===== src/rtl/cdfl_pkg.sv =====
// Shared types, constants, saturating helpers and the step table for the
// channel deposition flux limiter. Depends on nothing; every other file uses it.
`default_nettype none

package cdfl_pkg;

  localparam int FRAC_BITS_DEF = 16;
  localparam int OP_W          = 3;
  localparam int GEO_W         = 31;
  localparam int DATA_W        = 32;
  localparam int PFRAC_W       = 17;
  localparam int TS_W          = 31;
  localparam int PC_W          = 4;

  localparam logic signed [63:0] S64_MAX = {1'b0, {63{1'b1}}};
  localparam logic signed [63:0] S64_MIN = {1'b1, {63{1'b0}}};

  typedef enum logic [OP_W-1:0] {
    OP_GEOM   = 3'd0,
    OP_START  = 3'd1,
    OP_SOLID  = 3'd2,
    OP_LOSS   = 3'd3,
    OP_FINISH = 3'd4
  } op_t;

  typedef enum logic [2:0] {
    A_SS, A_T0, A_DH, A_FLOW, A_FLUX, A_VOL, A_LOSS
  } a_sel_t;

  typedef enum logic [2:0] {
    B_HH, B_TW, B_LEN, B_CONC, B_FRAC, B_DT, B_FP
  } b_sel_t;

  typedef enum logic [1:0] {
    DST_T0, DST_T1, DST_TP, DST_VOL
  } dst_t;

  typedef enum logic [2:0] {
    ALU_NONE       = 3'd0,
    ALU_START_CHEM = 3'd1,
    ALU_ACC_LOSS   = 3'd2,
    ALU_ADD_BW     = 3'd3,
    ALU_ADD_AREA   = 3'd4,
    ALU_ACC_FLUX   = 3'd5,
    ALU_AVAIL      = 3'd6
  } alu_t;

  typedef enum logic [1:0] {
    RES_NONE = 2'd0,
    RES_PASS = 2'd1,
    RES_DIV  = 2'd2
  } res_t;

  typedef enum logic [2:0] {
    ST_IDLE, ST_ISSUE, ST_WAIT, ST_ALU, ST_CMP, ST_DIV, ST_OUT
  } state_t;

  // One step of a sequence: a product, where it goes, and an optional
  // operation that follows it.
  typedef struct packed {
    a_sel_t a_sel;
    b_sel_t b_sel;
    dst_t   dst;
    alu_t   alu;
    logic   last;
    logic   fin;
  } uop_t;

  typedef struct packed {
    logic   latch_in;
    logic   mul_start;
    a_sel_t a_sel;
    b_sel_t b_sel;
    logic   mul_wr;
    dst_t   dst;
    alu_t   alu;
    logic   div_start;
    res_t   res;
    logic   out_load;
  } cmd_t;

  typedef struct packed {
    logic mul_done;
    logic div_done;
    logic pot_gt;
    logic out_free;
  } sts_t;

  localparam logic [PC_W-1:0] PC_GEOM   = 4'd0;
  localparam logic [PC_W-1:0] PC_SOLID  = 4'd4;
  localparam logic [PC_W-1:0] PC_FINISH = 4'd6;

  function automatic uop_t ucode(input logic [PC_W-1:0] pc);
    uop_t u;
    unique case (pc)
      4'd0:    u = '{A_SS,   B_HH,   DST_T0,  ALU_ADD_BW,   1'b0, 1'b0};
      4'd1:    u = '{A_T0,   B_HH,   DST_T0,  ALU_NONE,     1'b0, 1'b0};
      4'd2:    u = '{A_DH,   B_TW,   DST_T1,  ALU_ADD_AREA, 1'b0, 1'b0};
      4'd3:    u = '{A_T0,   B_LEN,  DST_VOL, ALU_NONE,     1'b1, 1'b0};
      4'd4:    u = '{A_FLOW, B_CONC, DST_T0,  ALU_NONE,     1'b0, 1'b0};
      4'd5:    u = '{A_T0,   B_FRAC, DST_T1,  ALU_ACC_FLUX, 1'b1, 1'b0};
      4'd6:    u = '{A_FLUX, B_DT,   DST_TP,  ALU_NONE,     1'b0, 1'b0};
      4'd7:    u = '{A_VOL,  B_CONC, DST_T0,  ALU_NONE,     1'b0, 1'b0};
      4'd8:    u = '{A_T0,   B_FP,   DST_T0,  ALU_NONE,     1'b0, 1'b0};
      4'd9:    u = '{A_LOSS, B_DT,   DST_T1,  ALU_AVAIL,    1'b1, 1'b1};
      default: u = '{A_T0,   B_HH,   DST_T1,  ALU_NONE,     1'b1, 1'b0};
    endcase
    return u;
  endfunction

  function automatic logic signed [63:0] sat_add64(input logic signed [63:0] a,
                                                   input logic signed [63:0] b);
    logic signed [64:0] s;
    s = {a[63], a} + {b[63], b};
    if (s[64] != s[63]) begin
      return s[64] ? S64_MIN : S64_MAX;
    end
    return s[63:0];
  endfunction

  function automatic logic signed [63:0] sat_neg64(input logic signed [63:0] a);
    return (a == S64_MIN) ? S64_MAX : -a;
  endfunction

  function automatic logic [31:0] sat32(input logic signed [63:0] v);
    if (v > 64'sd2147483647) begin
      return 32'h7FFF_FFFF;
    end
    if (v < -64'sd2147483648) begin
      return 32'h8000_0000;
    end
    return v[31:0];
  endfunction

endpackage

`default_nettype wire


===== src/rtl/cdfl_ctrl.sv =====
// Controller: takes input words, runs the product sequence of geometry, solid
// and finish words, then a finish's compare, divide, result hand-off. Uses cdfl_pkg.
`default_nettype none

module cdfl_ctrl (
  input  wire logic                        clk,
  input  wire logic                        rst,
  input  wire logic                        item_valid,
  output logic                             item_stall,
  input  wire logic [cdfl_pkg::OP_W-1:0]   opcode,
  output cdfl_pkg::cmd_t                   cmd,
  input  wire cdfl_pkg::sts_t              sts
);

  cdfl_pkg::state_t            state;
  cdfl_pkg::state_t            state_next;
  logic [cdfl_pkg::PC_W-1:0]   pc;
  logic [cdfl_pkg::PC_W-1:0]   pc_next;
  cdfl_pkg::uop_t              u;
  cdfl_pkg::state_t            after_step;

  assign u = cdfl_pkg::ucode(pc);

  always_ff @(posedge clk) begin
    if (rst) begin
      state <= cdfl_pkg::ST_IDLE;
      pc    <= '0;
    end else begin
      state <= state_next;
      pc    <= pc_next;
    end
  end

  always_comb begin
    cmd        = '0;
    cmd.a_sel  = u.a_sel;
    cmd.b_sel  = u.b_sel;
    cmd.dst    = u.dst;
    state_next = state;
    pc_next    = pc;
    item_stall = (state != cdfl_pkg::ST_IDLE);

    if (u.last) begin
      after_step = u.fin ? cdfl_pkg::ST_CMP : cdfl_pkg::ST_IDLE;
    end else begin
      after_step = cdfl_pkg::ST_ISSUE;
    end

    unique case (state)
      cdfl_pkg::ST_IDLE: begin
        if (item_valid) begin
          cmd.latch_in = 1'b1;
          unique case (cdfl_pkg::op_t'(opcode))
            cdfl_pkg::OP_GEOM: begin
              pc_next    = cdfl_pkg::PC_GEOM;
              state_next = cdfl_pkg::ST_ISSUE;
            end
            cdfl_pkg::OP_START:  cmd.alu = cdfl_pkg::ALU_START_CHEM;
            cdfl_pkg::OP_SOLID: begin
              pc_next    = cdfl_pkg::PC_SOLID;
              state_next = cdfl_pkg::ST_ISSUE;
            end
            cdfl_pkg::OP_LOSS:   cmd.alu = cdfl_pkg::ALU_ACC_LOSS;
            cdfl_pkg::OP_FINISH: begin
              pc_next    = cdfl_pkg::PC_FINISH;
              state_next = cdfl_pkg::ST_ISSUE;
            end
            default: ;
          endcase
        end
      end
      cdfl_pkg::ST_ISSUE: begin
        cmd.mul_start = 1'b1;
        state_next    = cdfl_pkg::ST_WAIT;
      end
      cdfl_pkg::ST_WAIT: begin
        if (sts.mul_done) begin
          cmd.mul_wr = 1'b1;
          if (u.alu != cdfl_pkg::ALU_NONE) begin
            state_next = cdfl_pkg::ST_ALU;
          end else begin
            state_next = after_step;
            if (!u.last) begin
              pc_next = pc + 1'b1;
            end
          end
        end
      end
      cdfl_pkg::ST_ALU: begin
        cmd.alu    = u.alu;
        state_next = after_step;
        if (!u.last) begin
          pc_next = pc + 1'b1;
        end
      end
      cdfl_pkg::ST_CMP: begin
        // Limit only when the mass the flux would move exceeds what is there.
        if (sts.pot_gt) begin
          cmd.div_start = 1'b1;
          state_next    = cdfl_pkg::ST_DIV;
        end else begin
          cmd.res    = cdfl_pkg::RES_PASS;
          state_next = cdfl_pkg::ST_OUT;
        end
      end
      cdfl_pkg::ST_DIV: begin
        if (sts.div_done) begin
          cmd.res    = cdfl_pkg::RES_DIV;
          state_next = cdfl_pkg::ST_OUT;
        end
      end
      cdfl_pkg::ST_OUT: begin
        if (sts.out_free) begin
          cmd.out_load = 1'b1;
          state_next   = cdfl_pkg::ST_IDLE;
        end
      end
      default: state_next = cdfl_pkg::ST_IDLE;
    endcase
  end

endmodule

`default_nettype wire


===== config.mk =====
export PLATFORM = sky130hd
export DESIGN_NAME = cdfl_ctrl
export DESIGN_NICKNAME = d
export VERILOG_FILES = /design/src/rtl/cdfl_pkg.sv /design/src/rtl/cdfl_ctrl.sv
export SDC_FILE = /design/constraint.sdc
export NUM_CORES = 1
export LEC_CHECK = 0
export ABC_AREA = 0
export BUFFER_PORTS_ARGS = -buffer_cell sky130_fd_sc_hd__buf_4
export CAP_MARGIN = 0
export CORE_AREA = 2 2 55 57
export CTS_CLUSTER_SIZE = 28
export DETAILED_ROUTE_END_ITERATION = 8
export DIE_AREA = 0 0 57 59
export GPL_ROUTABILITY_DRIVEN = 0
export PLACE_DENSITY = 0.81
export SETUP_SLACK_MARGIN = 0.1
export SYNTH_ARGS = -nofsm -noshare
export SYNTH_HDL_FRONTEND = slang
export SYNTH_SLANG_ARGS = --single-unit

===== constraint.sdc =====
create_clock -name clk -period 2.8 [get_ports clk]
set_clock_uncertainty 0.15 [all_clocks]
set_input_delay 0.42 -clock clk [delete_from_list [all_inputs] [get_ports clk]]
set_output_delay 0.42 -clock clk [all_outputs]
set_load 0.005 [all_outputs]

### Word-level counts from Yosys, hierarchy flattened

Memories as Yosys holds them, arrays and structs flattened. A register that Yosys moved wholly into a read port is not among the register bits.
Index checks and enable logic that the tools add are counted.

| storage, ports and cells | value |
|---|---|
| bits in registers | 7 |
| ROM bits | 208 |
| word-level logic and storage cells | 62 |
| memories kept | 1 |

Memories:

| memory | depth | bits a word | rd ports | clocked after memory_dff | write ports | RTL line | text |
|---|---|---|---|---|---|---|---|
| (name not given) | 16 | 13 | 1 | 1 | 0 | cdfl_pkg.sv:95 | `unique case (pc)` |

| operators by class | value |
|---|---|
| $add $sub $neg | 1 |
| equal/unequal tests | 17 |
| mux-type cells | 33 |
| reductions and logical operators | 8 |

Operators with widths:

| operator | count |
|---|---|
| $mux 3 | 8 |
| $mux 4 | 6 |
| $pmux 4 s3 | 2 |
| $pmux 3 s7 | 1 |
| $eq 3x2->1 const B | 4 |
| $eq 3x3->1 const B | 4 |
| $ne 2x2->1 const B | 6 |
| $mux 1 | 10 |
| $reduce_and 5->1 | 2 |
| $reduce_bool 3->1 | 3 |
| $pmux 2 s2 | 2 |
| $eq 3x1->1 const B | 2 |
| $logic_not 3->1 | 2 |
| $mux 2 | 3 |
| $pmux 3 s2 | 1 |
| $add 4x1->4 const B | 1 |
| $ne 4x1->1 const B | 1 |
| $reduce_or 3->1 | 1 |

### Logic depth before layout (Yosys ltp)

Gate-level depths: netlist (run 1).

| logic depth | value |
|---|---|
| depth after elaboration | 7 |
| depth in mapped cells | 11 |
| depth with buffers taken out | 10 |

### Worst setup path after synthesis (run 1)

OpenSTA, ideal clock, no wires.

| timing | value |
|---|---|
| path type | input port to flip-flop |
| start | input port sts[3] (netlist bit) |
| end | register, netlist name u[4] |
| arrival | 1.927 ns |
| setup slack | 0.585 ns |
| cell stages on the path | 10 |
| cell sequence | nor4b_2 -> o211ai_1 -> mux2_2 -> nand2_1 -> inv_1 -> ha_1 -> inv_1 -> nor2_1 -> nand4_1 -> o221ai_1 |

| between the ends | value |
|---|---|
| word-level cells in the longest chain between the ends | 4 |

RTL lines:

| element | RTL line | text |
|---|---|---|
| start, declared | cdfl_ctrl.sv:12 | `input wire cdfl_pkg::sts_t sts` |
| $ne 2x2->1 (no source line) | n/a |  |
| $reduce_and 5->1 (no source line) | n/a |  |
| $mux 4 (no source line) (2 in a row) | n/a |  |

Every way passes these cells.
A chain may end at the register's enable or synchronous reset.

### Worst setup path after layout (run 1)

| timing | value |
|---|---|
| start | register, netlist name u[2] |
| end | register, netlist name u[1] |

| between the ends | value |
|---|---|
| word-level cells in the longest chain between the ends | 5 |

RTL lines:

| element | RTL line | text |
|---|---|---|
| $reduce_bool 3->1 | cdfl_ctrl.sv:79 | `if (u.alu != cdfl_pkg::ALU_NONE) begin` |
| $ne 2x2->1 (no source line) | n/a |  |
| $reduce_and 5->1 (no source line) | n/a |  |
| $mux 4 (no source line) (2 in a row) | n/a |  |

Every way passes these cells.

==> metrics, run 1 <==
number of port buffers 28; Post-DP Area 1597 um2; internal power 444.6 uW; Hold Vio Cnt, Final 0; top post-synthesis cells by area dfxtp_1 28%, ha_1 7.0%, inv_1 5.7%, buf_4 4.2%, a31oi_1 3.5%; critical path class reg -> reg; Lkg Pwr 0.7696 nW; Die W 57 um; Pre-Repair DR Iteration Count 4; WP data required 2.83 ns; register share of total power 51.7%; number of global-route vias before repair 1,275; syn_nets 186; non-filler cells, final 220; Net Sw Frac 28.21%; Root Driver clkbuf_4; P_sw 174.8 uW; cell count after synthesis 168; cell taking the most area after synthesis dfxtp_1; Setup Total Neg Slack 0 ns; GR Layer Usage met3 4.367%; Max Slew Vio Count 0; Slew HR 56.92%; RR Startpoint u[2]; fmax 0.3975 GHz; Worst-Margin Slew 0.6395 ns; synth unique cells 57; Final Core Density 61.22%; Peak VDD IR 0.0003320 V; share of cells above drive strength 1 26.98%; post-synthesis async set-or-reset flop share 0%; grt total ovfl 0; crit end category flop; Final nets 208; via count 1,378; cell breakdown of the critical path nor4b_4 -> o211ai_1 -> mux2_2 -> nand2_1 -> inv_1 -> ha_1 -> a211oi_1 -> a211oi_1; most common cell in the netlist inv_1; hold crit path type in -> reg; Placeable Area 2710 um2; clock share of power 26.5%; yosys warns 0; final wirelength 3359 um; Slowest-stage cell, CP dfxtp_1; Antenna Nets Post-Route 0; final setup fails 0; DRC viols 0; clock transition at the registers of the reported paths 0.11 ns; CP delay by family, top compound AO/OA/AOI/OAI gates; Seq/Total Area, Yosys 27.83%; die area 3363 um2; drt wl/cell 15.27 um; hold depth 2; power density over the cells 373.3 nW/um2; CTS Hold Buffers Added 0; Yosys reg bits 20; Die Height 59 um; initial core utilization 53.09%; number of fill cells 236; met1 Use GR 27.14%; Worst path most repeated cell a211oi_1; largest net degree at the start of global routing 14; critical-path maximum fanout 6; Row Count 19; area grow syn2layout 15.30%; Inserted Clock Buffers 3; CTS tree built; initial antenna violation count 0; DR vias/cell 6.264; Mapped Area 1439 um2; first-iteration detailed-routing DRC count 60; min Tclk post-route 2.516 ns; Cells after DPL 214; Bufs and invs on worst path 1; CP Launch Type flop; reg2reg path depth 8; unrepaired setup endpoints after global routing false; status finished, final reports clean; all-layer global routing usage 21.36%; Boundary Pins 29; Synth top cells by count 22 x inv_1, 20 x dfxtp_1; Finished Cell Area 1659 um2; worst skew pair latency 0.30 ns; GR peak layer met2; H-tree Lvls 1; Final Cycle Share 89.85%; top cell type's share of synthesized area 27.83%; Max clock buf depth 2; Post-synth EDFFs 0; Critical Path AT 2.55 ns; # clock sinks 20; maxcap violations 0; Detail Placement HPWL 2615 um; ant diodes 0; instance count on the critical path 8; Gate power share 21.8%; HP Start rst; Avg Synthesized Cell Area 8.565 um2; predominant post-synthesis flop cell dfxtp_1; Worst Setup SP u[2]; first-pass GRT wire length 5733 um; M2 GR Usage 36.78%; CP peak stage delay 0.40 ns
-- logic make-up (layout without fill, tap and decap cells) --
family / after synthesis / count (layout) / share of synthesized area (%)
buf+inv: 38 / 59 / 13.65
fa+ha+maj: 8 / 8 / 6.957
flops: 20 / 20 / 27.83
simple gates: 47 / 47 / 20.70
mux: 1 / 1 / 0.7826
compound gates: 53 / 53 / 29.48
xor+xnor: 1 / 1 / 0.6088
-- final timing paths --
path,endpoint,slack [ns]
setup / recovery,u[1],0.28
hold / removal,state[1],0.23
setup reg to reg,u[1],0.28
hold reg to reg,state[2],0.44
-- layer usage --
| layer | routed length [um] | vias up |
|---|---|---|
| li1 | - | 656 |
| met1 | 1359 | 650 |
| met2 | 1696 | 66 |
| met3 | 256 | 6 |
| met4 | 46 | 0 |
| met5 | 0 | - |
-- cells in the final DEF, fill, tap and decap left out, types with 5 or more instances in the layout --
cell	netlist	final
inv_1	22	22
nand2_1	7	7
dfxtp_1	20	18
a31oi_1	8	8
o21ai_0	8	8
ha_1	8	8
nor2_1	7	7
nand3_1	5	5
buf_4	8	33
-- metrics by stage --
step / hold slack, ns / power [mW] / setup WS [ns]
after floorplan: 0.3866 / 0.4071 / 0.5853
after detailed placement: 0.4246 / 0.4514 / 0.1499
final: 0.2251 / 0.6194 / 0.2843
after global placement: 0.4169 / 0.4459 / 0.2342
after global routing: 0.2095 / 0.6529 / 0.1126
after CTS: 0.2262 / 0.6123 / 0.2033
-- area by class of cell --
cell class	instances	area (um2)	area share (%)
flip-flops and latches	20	402.9	24.28
repair buffers	33	247.7	14.93
clock buffers	4	36.28	2.187
well taps	31	38.79	2.338
multi-input cells	110	850.8	51.28
inverters	22	82.58	4.977
-- what timing repair did --
item                                    in CTS  in global routing
endpoints found under the setup margin       0                  9
resized for setup                            0                  3
buffers inserted                             0                  2
-- state kept, by name, summed over array words and instances, names as in the netlist --
name   count
pc         4
state      3
u         13
-- power by group through the flow --
stage               sequential, mW  clock, mW  combinational [mW]
floorplan                    0.314          0              0.0932
global placement             0.323          0               0.123
detailed placement           0.324          0               0.127
CTS                          0.318      0.167               0.127
global route                 0.322      0.182               0.149
finish                       0.320      0.164               0.135
Power figures use the tool's default switching activity.
==> inputs of run 2 (changes only) <==
ABC_CLOCK_PERIOD_IN_PS = 2800   (was default)
CORE_AREA = 2 2 54 56   (was 2 2 55 57)
CTS_BUF_LIST = sky130_fd_sc_hd__clkbuf_8   (was default)
CTS_CLUSTER_SIZE = default   (was 28)
DIE_AREA = 0 0 56 58   (was 0 0 57 59)
PLACE_DENSITY = 0.84   (was 0.81)
==> run 2 against run 1 <==
Against the previous run: total power rose by 19%; hold slack improved by 0.042 ns; non-clock buffer count did not move; final area rose by 2.2%; flip-flop and latch count did not move; routed wire length rose by 2.7%; die area fell by 3.4%; count of clock-buffer cells in the layout fell by 1; fmax fell by 1.9%; clock power rose by 76%; critical path type unchanged; largest power group unchanged.
==> metrics, run 2 (synthesized netlist as in run 1, its figures left out) <==
pre-CTS setup slack 0.1508 ns (+0.0008950 ns); share of cells above drive strength 1 26.98% (unchanged); area grow syn2layout 17.83%; initial antenna violation count 0 (unchanged); number of fill cells 235 (-0.42%); largest net degree at the start of global routing 14 (unchanged); CP Launch Type flop; Detail Placement HPWL 2682 um (+2.6%); hold crit path type in -> reg; power density over the cells 436.5 nW/um2 (+17%); cell breakdown of the critical path nor4b_4 -> o211ai_1 -> mux2_2 -> nand2_1 -> inv_1 -> ha_1 -> a211oi_1 -> a211oi_1; Die Height 58 um (-1.7%); Finished Cell Area 1695 um2 (+2.2%); Max clock buf depth 2 (unchanged); initial core utilization 54.04% (+0.95 points); H-tree Lvls 1 (unchanged); CTS tree built; grt total ovfl 0 (unchanged); # clock sinks 20 (unchanged); Final Cycle Share 91.61% (+1.8 points); final wirelength 3449 um (+2.7%); max reg flops 13 (unchanged); Critical Path AT 2.55 ns (about the same); Peak VDD IR 0.0004086 V (+23%); die area 3248 um2 (-3.4%); area taken by flip-flops and latches 401.6 um2 (-0.31%); number of global-route vias before repair 1,281 (+0.47%); Die W 56 um (-1.8%); most frequent cells in the layout 33 x buf_4, 22 x inv_1, 19 x dfxtp_1; number of port buffers 28 (unchanged); drt wl/cell 15.68 um (+2.7%); critical path class reg -> reg; reg2reg path depth 8 (unchanged); Overall Power 740.1 uW (+19%); Worst path most repeated cell a211oi_1; final setup fails 0 (unchanged); min Tclk post-route 2.565 ns (+0.04947 ns); Slowest-stage cell, CP nor4b_4; fmax 0.3898 GHz (-1.9%); Placeable Area 2663 um2 (-1.8%); Slew HR 59.42% (+2.5 points); clock transition at the registers of the reported paths 0.07 ns (-0.04 ns); Post-DP Area 1612 um2 (+0.94%); Max Slew Vio Count 0 (unchanged); maxcap violations 0 (unchanged); first-iteration detailed-routing DRC count 76 (+27%); status finished, final reports clean; CP peak stage delay 0.40 ns (about the same); hold depth 2 (unchanged); multi-input logic area 853.3 um2 (+0.29%); first-pass GRT wire length 5533 um (-3.5%); unrepaired setup endpoints after global routing false; WP data required 2.79 ns (-0.04 ns); Row Count 19 (unchanged); DR vias/cell 6.200 (-1.0%); Setup Total Neg Slack 0 ns (unchanged); Pre-Repair DR Iteration Count 4 (unchanged); final setup margin 0.2348 ns (-0.04947 ns); ant diodes 0 (unchanged); Root Driver clkbuf_8; Cells after DPL 216 (+0.93%); crit end category flop; Worst-Margin Slew 0.6023 ns (-0.03722 ns); worst skew pair latency 0.26 ns (-0.04 ns); commonest non-fill, non-tap cell in the layout buf_4; Hold Vio Cnt, Final 0 (unchanged); Boundary Pins 29 (unchanged); critical-path maximum fanout 6 (unchanged); Inserted Clock Buffers 3 (unchanged); Final nets 208 (unchanged); DRC viols 0 (unchanged); Antenna Nets Post-Route 0 (unchanged); Lkg Pwr 0.7859 nW (+2.1%); non-filler cells, final 220 (unchanged); all-layer global routing usage 21.52% (+0.16 points); via count 1,364 (-1.0%)
## run 2: layout make-up
cell class	instances	share of cell area, %
inverters	22	4.871
well taps	31	2.288
multi-input cells	110	50.33
repair buffers	33	14.61
clock buffers	3	2.435
clock inverters	1	1.771
flip-flops and latches	20	23.69
## run 2: metrics by stage
stage / util (%) / hold WS, ns
2_1_floorplan: - / 0.3866
3_3_place_gp: 60.53 / 0.4038
3_5_place_dp: 60.53 / 0.4064
4_1_cts: 63.20 / 0.2598
5_1_grt: 63.67 / 0.2752
6_report: 63.67 / 0.2672
## run 2: worst max-delay path, delay by kind of cell (launching register included)
family / cells / cell delay (ns)
AO/OA/AOI/OAI: 3 / 0.63
AND/OR/NAND/NOR: 2 / 0.60
flip-flops: 1 / 0.37
buffers and inverters: 1 / 0.12
adder cells (fa/ha/maj): 1 / 0.24
multiplexers: 1 / 0.32
## run 2: worst paths after layout
path | start | to | slack, ns
worst min-delay path | rst | state[1] | 0.27
worst max-delay path | u[3] | u[1] | 0.23
worst max register to register | u[3] | u[1] | 0.23
worst min register to register | u[0] | state[2] | 0.41
## run 2: timing repair
action | CTS | global route
hold buffers | 0 | 0
setup endpoints to repair | 0 | 9
buffers inserted | 0 | 0
resized for setup | 0 | 3
## run 2: where the power goes
part           switching (mW)  internal (mW)  leakage (nW)
logic                  0.0711         0.0623         0.587
registers              0.0182          0.300         0.163
clock network          0.0976          0.191        0.0357
## run 2: layer usage
metal / vias to the layer above / global-route usage, % / share of wire (%)
met5: - / 0 / 0
met4: 0 / 9.184 / 2.6
met3: 8 / 3.571 / 4.8
met2: 48 / 39.83 / 53
met1: 650 / 24.48 / 39
li1: 658 / - / -
==> inputs of run 3 (changes only) <==
ABC_CLOCK_PERIOD_IN_PS = 2400   (was 2800)
clock period = 2.4 ns   (was 2.8 ns; I/O delays follow)
==> run 3 against run 2 <==
Against the previous run: routed wire length is 22% higher; combinational power is 56% higher; sequential power is 17% higher; count of clock-buffer cells in the layout is 1 higher; critical path type unchanged; largest power group unchanged.
==> metrics, run 3 (synthesized netlist as in run 1, its figures left out) <==
status finished, final reports clean; Root Driver clkbuf_8; via count 1,475 (+8.1%); final setup margin 0.06162 ns (-0.1732 ns); Max clock buf depth 2 (unchanged); Boundary Pins 29 (unchanged); grt total ovfl 0 (unchanged); Worst-Margin Slew 0.5534 ns (-0.04890 ns); Max Slew Vio Count 0 (unchanged); die area 3248 um2 (unchanged); DR vias/cell 6.250 (+0.81%); Net Sw Frac 28.02% (+2.8 points); Row Count 19 (unchanged); share of cells above drive strength 1 42.93% (+16 points); Die W 56 um (unchanged); clock transition at the registers of the reported paths 0.07 ns (about the same); number of fill cells 202 (-14%); Inserted Clock Buffers 3 (unchanged); area grow syn2layout 33.04%; drt wl/cell 17.79 um (+13%); critical-path maximum fanout 3 (-3); Slew HR 62.86% (+3.4 points); RR Startpoint u[3]; ant diodes 0 (unchanged); Placeable Area 2663 um2 (unchanged); first-pass GRT wire length 5568 um (+0.63%); Finished Cell Area 1914 um2 (+13%); number of global-route vias before repair 1,281 (unchanged); H-tree Lvls 1 (unchanged); all-layer global routing usage 21.55% (+0.027 points); initial core utilization 54.04% (unchanged); max reg flops 13 (unchanged); power density over the cells 433.5 nW/um2 (-0.70%); Critical Path AT 2.32 ns (-0.23 ns); Hold Vio Cnt, Final 0 (unchanged); hold crit path type in -> reg; Final Cycle Share 97.43% (+5.8 points); number of port buffers 28 (unchanged); Worst Setup SP u[3]; DRC viols 0 (unchanged); CP Launch Type flop; Antenna Nets Post-Route 0 (unchanged); worst skew pair latency 0.26 ns (about the same); P_sw 232.5 uW (+24%); Lkg Pwr 0.8733 nW (+11%); crit end category flop; final setup fails 0 (unchanged); min Tclk post-route 2.338 ns (-0.2268 ns); # clock sinks 20 (unchanged); Gate power share 24.9% (+6.9 points); commonest non-fill, non-tap cell in the layout buf_4; CTS tree built; HP Start sts[2]; Detail Placement HPWL 2711 um (+1.1%); fmax 0.4276 GHz (+9.7%); internal power 597.3 uW (+8.0%); pre-CTS setup slack -0.02458 ns (-0.1753 ns); Post-DP Area 1657 um2 (+2.8%); first-iteration detailed-routing DRC count 51 (-33%); register share of total power 44.8% (+1.8 points); WP data required 2.38 ns (-0.41 ns); Peak VDD IR 0.0005078 V (+24%); clock share of power 30.3% (-8.7 points); critical path class reg -> reg; Final nets 224 (+7.7%); initial antenna violation count 0 (unchanged); most frequent cells in the layout 48 x buf_4, 20 x inv_1, 14 x dfxtp_1; Setup Total Neg Slack 0 ns (unchanged); Die Height 58 um (unchanged); reg-to-reg slack, setup 0.06 ns (-0.17 ns); largest net degree at the start of global routing 14 (unchanged); maxcap violations 0 (unchanged); final wirelength 4198 um (+22%); Pre-Repair DR Iteration Count 4 (unchanged)
[run 3: area by class of cell]
type / instances / area (um2) / area share, %
inverter: 22 / 82.58 / 4.314
tap: 31 / 38.79 / 2.026
sequential: 20 / 415.4 / 21.70
multi-input combinational: 110 / 950.9 / 49.67
clock buffer: 4 / 55.05 / 2.876
timing repair buffer: 49 / 371.6 / 19.41
[run 3: timing repair]
| action | CTS | global route |
|---|---|---|
| resized for setup | 3 | 32 |
| hold buffers | 0 | 0 |
| buffers inserted | 1 | 9 |
| pin swaps | 1 | 8 |
| endpoints found under the setup margin | 11 | 15 |
[run 3: worst paths after layout]
path / cells past startpoint / to
setup / recovery: 9 / u[8]
hold / removal: 3 / state[0]
setup reg to reg: 9 / u[8]
hold reg to reg: 3 / state[2]
[run 3: metal layers]
| metal | GRT usage (%) | vias up | wire, um |
|---|---|---|---|
| li1 | - | 690 | - |
| met3 | 5.134 | 21 | 233 |
| met1 | 26.21 | 710 | 1610 |
| met4 | 10.88 | 0 | 179 |
| met5 | 0 | - | 0 |
| met2 | 35.80 | 54 | 2174 |
[run 3: metrics by stage]
| stage | std cells | hold WS (ns) | total power [mW] | utilization [%] |
|---|---|---|---|---|
| 3_5_place_dp | 222 | 0.4317 | 0.5363 | 62.22 |
| 4_1_cts | 227 | 0.2195 | 0.7908 | 65.13 |
| 5_1_grt | 236 | 0.2536 | 0.8685 | 71.90 |
| 2_1_floorplan | 168 | 0.3866 | 0.4750 | - |
| 3_3_place_gp | 222 | 0.4258 | 0.5303 | 62.22 |
| 6_report | 236 | 0.2303 | 0.8298 | 71.90 |
[run 3: power by group through the flow]
stage / clock network, mW / logic [mW] / registers, mW
5_1_grt: 0.272 / 0.224 / 0.373
3_3_place_gp: 0 / 0.155 / 0.375
4_1_cts: 0.257 / 0.163 / 0.370
6_report: 0.251 / 0.207 / 0.372
2_1_floorplan: 0 / 0.109 / 0.366
3_5_place_dp: 0 / 0.160 / 0.376
[run 3: critical path, stage by stage, from the launching register on]
cell	delay (ns)
dfxtp_4	0.37
nor4b_4	0.31
o211ai_1	0.25
a31oi_4	0.20
nand2_1	0.09
buf_4	0.15
ha_1	0.34
inv_1	0.07
a221oi_2	0.22
a31oi_1	0.06
